<file path="config.mk">
export PLATFORM = sky130hd
export DESIGN_NAME = sle_cell
export DESIGN_NICKNAME = d
export VERILOG_FILES = /design/src/rtl/sle_pkg.sv /design/src/rtl/sle_cell.sv
export SDC_FILE = /design/constraint.sdc
export NUM_CORES = 1
export LEC_CHECK = 0
export BUFFER_PORTS_ARGS = -buffer_cell sky130_fd_sc_hd__buf_2
export CORE_ASPECT_RATIO = 1.5
export CORE_MARGIN = 3
export CORE_UTILIZATION = 47
export CTS_CLUSTER_DIAMETER = 60
export DETAILED_ROUTE_END_ITERATION = 8
export GPL_TIMING_DRIVEN = 0
export PLACE_DENSITY = 0.87
export SLEW_MARGIN = 20
export SYNTH_ARGS = -nofsm -noshare
export SYNTH_HDL_FRONTEND = slang
export SYNTH_SLANG_ARGS = --single-unit
</file>
<file path="constraint.sdc">
create_clock -name clk -period 8.7 [get_ports clk]
set_clock_uncertainty 0.2 [all_clocks]
set_input_delay 1.74 -clock clk [delete_from_list [all_inputs] [get_ports clk]]
set_output_delay 1.74 -clock clk [all_outputs]
set_load 0.01 [all_outputs]
</file>
<file path="src/rtl/sle_pkg.sv">
package sle_pkg;

    localparam int CAPACITY_DEF = 32;
    localparam int DATA_W       = 32;
    localparam int FUNC_W       = 2;
    localparam int STATUS_W     = 2;

    typedef enum logic [FUNC_W-1:0] {
        FUNC_INSERT    = 2'd0,
        FUNC_DELETE    = 2'd1,
        FUNC_DUMP_UP   = 2'd2,
        FUNC_DUMP_DOWN = 2'd3
    } func_t;

    typedef enum logic [STATUS_W-1:0] {
        ST_OK        = 2'd0,
        ST_FULL      = 2'd1,
        ST_NOT_FOUND = 2'd2,
        ST_EMPTY     = 2'd3
    } status_t;

    typedef enum logic {
        S_IDLE = 1'b0,
        S_DUMP = 1'b1
    } state_t;

    // what every cell does in a given cycle
    typedef enum logic [2:0] {
        CELL_HOLD   = 3'd0,
        CELL_INS    = 3'd1,
        CELL_DEL    = 3'd2,
        CELL_ROT_UP = 3'd3,
        CELL_ROT_DN = 3'd4
    } cell_op_t;

    typedef struct packed {
        cell_op_t                  op;
        logic signed [DATA_W-1:0]  key;
    } cell_ctrl_t;

endpackage

</file>
<file path="src/rtl/sle_cell.sv">
module sle_cell (
    input  logic                              clk,
    input  sle_pkg::cell_ctrl_t               ctrl,
    input  logic                              occ,        // this cell holds a value
    input  logic                              occ_next,   // right neighbor holds a value
    input  logic signed [sle_pkg::DATA_W-1:0] left_data,  // cell 0: tail of the list
    input  logic signed [sle_pkg::DATA_W-1:0] right_data,
    input  logic signed [sle_pkg::DATA_W-1:0] wrap_data,  // head of the list
    input  logic                              take_left,
    input  logic                              shift_in,
    output logic signed [sle_pkg::DATA_W-1:0] data,
    output logic                              take,
    output logic                              shift_out
);

    logic signed [sle_pkg::DATA_W-1:0] data_reg;
    logic signed [sle_pkg::DATA_W-1:0] data_next;

    // insert point: first free cell or first value >= key
    assign take      = !occ || (data_reg >= ctrl.key);
    // delete: everything from the first match onward pulls from the right
    assign shift_out = shift_in || (occ && (data_reg == ctrl.key));
    assign data      = data_reg;

    always_comb
    begin
        data_next = data_reg;
        case (ctrl.op)
            sle_pkg::CELL_INS:
            begin
                if (take)
                begin
                    data_next = take_left ? left_data : ctrl.key;
                end
            end
            sle_pkg::CELL_DEL:
            begin
                if (shift_out)
                begin
                    data_next = right_data;
                end
            end
            sle_pkg::CELL_ROT_UP:
            begin
                if (occ)
                begin
                    data_next = occ_next ? right_data : wrap_data;
                end
            end
            sle_pkg::CELL_ROT_DN:
            begin
                if (occ)
                begin
                    data_next = left_data;
                end
            end
            default:
            begin
                data_next = data_reg;
            end
        endcase
    end

    always_ff @(posedge clk)
    begin
        data_reg <= data_next;
    end

endmodule
</file>
==> insert_results.sql <==
INSERT INTO impl_metrics (metric_group, metric, value, unit) VALUES
('logic_synthesis', 'yosys-top-cells-area', 'edfxtp_1 (35%), ha_1 (15%), nand2_1 (10%)', ''),
('logic_synthesis', 'synth-async-reset-ratio', '0', '%'),
('worst_setup_path', 'timing_worst_setup_path_type', 'input pin to primary output', ''),
('cells_and_area', 'regArea', '961', 'um^2'),
('cts', 'cts_max_path_buffers', '2', ''),
('timing', 'worst_hold_slack', '1050', 'ps'),
('cts', 'path_clk_slew', '70', 'ps'),
('floorplanning', 'core_footprint', '5570', 'um^2'),
('worst_setup_path', 'critPathSlowestCell', 'o21ai_0', ''),
('worst_setup_path', 'timing.critical_path.to_type', 'primary output', ''),
('worst_setup_path', 'critPathTopFamily', 'compound AO/OA/AOI/OAI gates', ''),
('detailed_routing', 'number_of_drc_markers_after_the_initial_detailed_route_iteration', '170', ''),
('cells_and_area', 'post-route-cell-area', '3800', 'um^2'),
('floorplanning', 'start_util', '49.2', '%'),
('logic_synthesis', 'ys.flop_type', 'edfxtp_1', ''),
('global_route', 'first_global_vias', '3370', ''),
('place', 'place.gp.congestion', '0.824', ''),
('cells_and_area', 'layout-area-overhead-vs-synth', '38.4', '%'),
('cts', 'clkLatencyLatePin', '280', 'ps'),
('cts', 'numClockSinks', '32', ''),
('logic_synthesis', 'syn_nets', '525', ''),
('cells_and_area', 'drive_gt1_share', '33.7', '%'),
('global_route', 'grt_start_max_net_pins', '18', ''),
('cts', 'post_cts.resized_instances', '0', ''),
('cells_and_area', 'multiInputGateArea', '1620', 'um^2'),
('cells_and_area', 'diodes', '0', ''),
('global_route', 'first_pass_grt_wire_length', '15.0', 'mm'),
('cells_and_area', 'number_of_flip_flops_under_the_largest_register_name', '32', ''),
('worst_setup_path', 'worst-endpoint-required', '6760', 'ps'),
('logic_synthesis', 'syn_inst', '357', ''),
('detailed_routing', 'first_pass_iters', '5', ''),
('logic_synthesis', 'synth_top_area_share', '35.0', '%'),
('detailed_routing', 'final_antenna_net_count', '0', ''),
('worst_setup_path', 'timing.critical_path.slowest_cell_delay', '360', 'ps'),
('global_route', 'antenna_violations_before_repair', '0', ''),
('cells_and_area', 'finish.cell_count_without_fillers', '604', ''),
('logic_synthesis', 'synth_top_cell_by_area', 'edfxtp_1', ''),
('global_route', 'grt_overflow_total', '0', ''),
('cts', 'clk_root_buffer_cell', 'clkbuf_8', ''),
('cells_and_area', 'finish.net_count', '702', ''),
('flow_run', 'drv.max_cap_violation_count', '0', ''),
('place', 'place_hpwl', '8.26', 'mm'),
('cts', 'cts_max_level', '2', ''),
('timing', 'period_needed', '5730', 'ps'),
('worst_setup_path', 'critical_path_buf_inv_count', '3', ''),
('timing', 'finalHoldViolations', '0', ''),
('place', 'place.port_buffers', '169', ''),
('cts', 'cts.repair_timing.setup_buffer_count', '0', ''),
('pwr', 'static_leak', '1.90', 'nW'),
('worst_setup_path', 'critPathMostFrequentCell', 'buf_2', ''),
('timing', 'maxClockFrequency', '0.174', 'GHz'),
('logic_synthesis', 'synth_enable_flop_cells', '32', ''),
('cells_and_area', 'filler_cell_count', '493', ''),
('cts', 'cts_stage_hold_buffer_count', '0', ''),
('worst_setup_path', 'cp_cell_sequence', 'buf_2 > inv_1 > ha_1 > a21oi_2 > nand2_1 > a221o_1 > o31a_1 > o21ai_0 > nand4b_1 > buf_2', ''),
('cts', 'tritoncts', 'done', ''),
('logic_synthesis', 'synthDistinctLibCells', '34', ''),
('logic_synthesis', 'synth_area_per_cell', '7.69', 'um^2'),
('pwr', 'peakVddDrop', '102', 'uV'),
('floorplanning', 'std_cell_rows', '33', ''),
('timing', 'grt_setup_unrepaired', 'no', ''),
('detailed_routing', 'routedWlPerCell', '16.6', 'um'),
('outcome', 'status', 'finished clean', ''),
('place', 'dpl_cell_area', '3720', 'um^2'),
('detailed_routing', 'routed-via-count', '3361', ''),
('logic_synthesis', 'yosysWarningCount', '0', ''),
('logic_synthesis', 'seq_area_frac_synth', '35.0', '%'),
('detailed_routing', 'wl', '10.0', 'mm'),
('hold_path', 'hold_class', 'register to register', ''),
('timing', 'timing.final.crit_share', '65.9', '%'),
('global_route', 'track_usage', '29.5', '%');
[metrics by stage]
step           power, W  util [%]  setup WS [ps]
6_report       0.000468      68.1           2970
3_3_place_gp   0.000349      66.0           2160
2_1_floorplan  0.000282         -           3180
5_1_grt        0.000494      68.1           2790
4_1_cts        0.000468      68.1           2940
3_5_place_dp   0.000360      66.7           2950
[cell usage in the layout (no fill, tap or decap), drive strengths merged]
master / count
a2111o: 1
a211oi: 1
a21boi: 1
a21o: 2
a21oi: 53
a221o: 2
a22oi: 1
a31oi: 1
and2: 1
and3: 1
and4: 1
buf: 172
clkbuf: 19
clkinv: 1
edfxtp: 32
ha: 32
inv: 32
mux2i: 1
nand2: 73
nand2b: 4
nand3: 26
nand4: 6
nand4b: 1
nor2: 21
nor2b: 3
nor3: 2
nor4: 2
nor4bb: 1
o211ai: 2
o21ai: 35
o22ai: 1
o31a: 1
or3: 1
or4bb: 1
[final timing paths]
kind | from | to | slack (ps) | cells after the start
hold reg to reg | data[31]$_DFFE_PP_ | data[10]$_DFFE_PP_ | 1050 | 3
hold / removal | data[31]$_DFFE_PP_ | data[10]$_DFFE_PP_ | 1050 | 3
setup reg to reg | data[31]$_DFFE_PP_ | data[23]$_DFFE_PP_ | 5230 | 8
setup / recovery | ctrl[14] | take | 2970 | 10
[power by group]
part	internal, W	total, W	switching, W
clock	0.0000544	0.000109	0.0000548
sequential	0.000190	0.000198	0.00000803
combinational	0.0000701	0.000161	0.0000909
total	0.000314	0.000468	0.000154
[cell type report]
cell class,count,area share (%)
plain buffers,15,1.55
clock buffers,6,1.91
clock inverters,1,0.132
inverters,32,3.16
multi-input cells,278,42.6
flip-flops and latches,32,25.3
well taps,70,2.31
repair buffers,170,23.0
[cell usage after synthesis (all sizes together), types with 2 or more instances]
library cell / number
clkbuf: 13
nand4: 6
a221o: 2
inv: 32
o21ai: 35
nand3: 26
nor3: 2
a21o: 2
ha: 32
edfxtp: 32
buf: 2
nand2b: 4
nor4: 2
o211ai: 2
nor2b: 3
nor2: 21
nand2: 73
a21oi: 53
[per-layer routing]
layer / GRT usage (%) / vias to the layer above / part of all wire (%)
li1: - / 1617 / -
met1: 29.8 / 1544 / 34
met2: 54.5 / 171 / 55
met3: 5.88 / 29 / 7.5
met4: 14.1 / 0 / 3.5
met5: 0 / - / 0
[tightest hold or removal path: cells and delay by family (launching register included)]
kind / cells / cell delay [ps]
AOI/OAI and AO/OA: 1 / 290
adders and majority gates: 1 / 210
DFF: 1 / 360
and+or+nand+nor: 1 / 190
[cell families after synthesis]
logic type / share of synthesized area (%)
fa+ha+maj: 14.6
simple gates: 23.5
buf+inv: 6.52
mux: 0.365
compound gates: 20.0
flops: 35.0
Note: power is estimated with default switching activity, not from simulation.
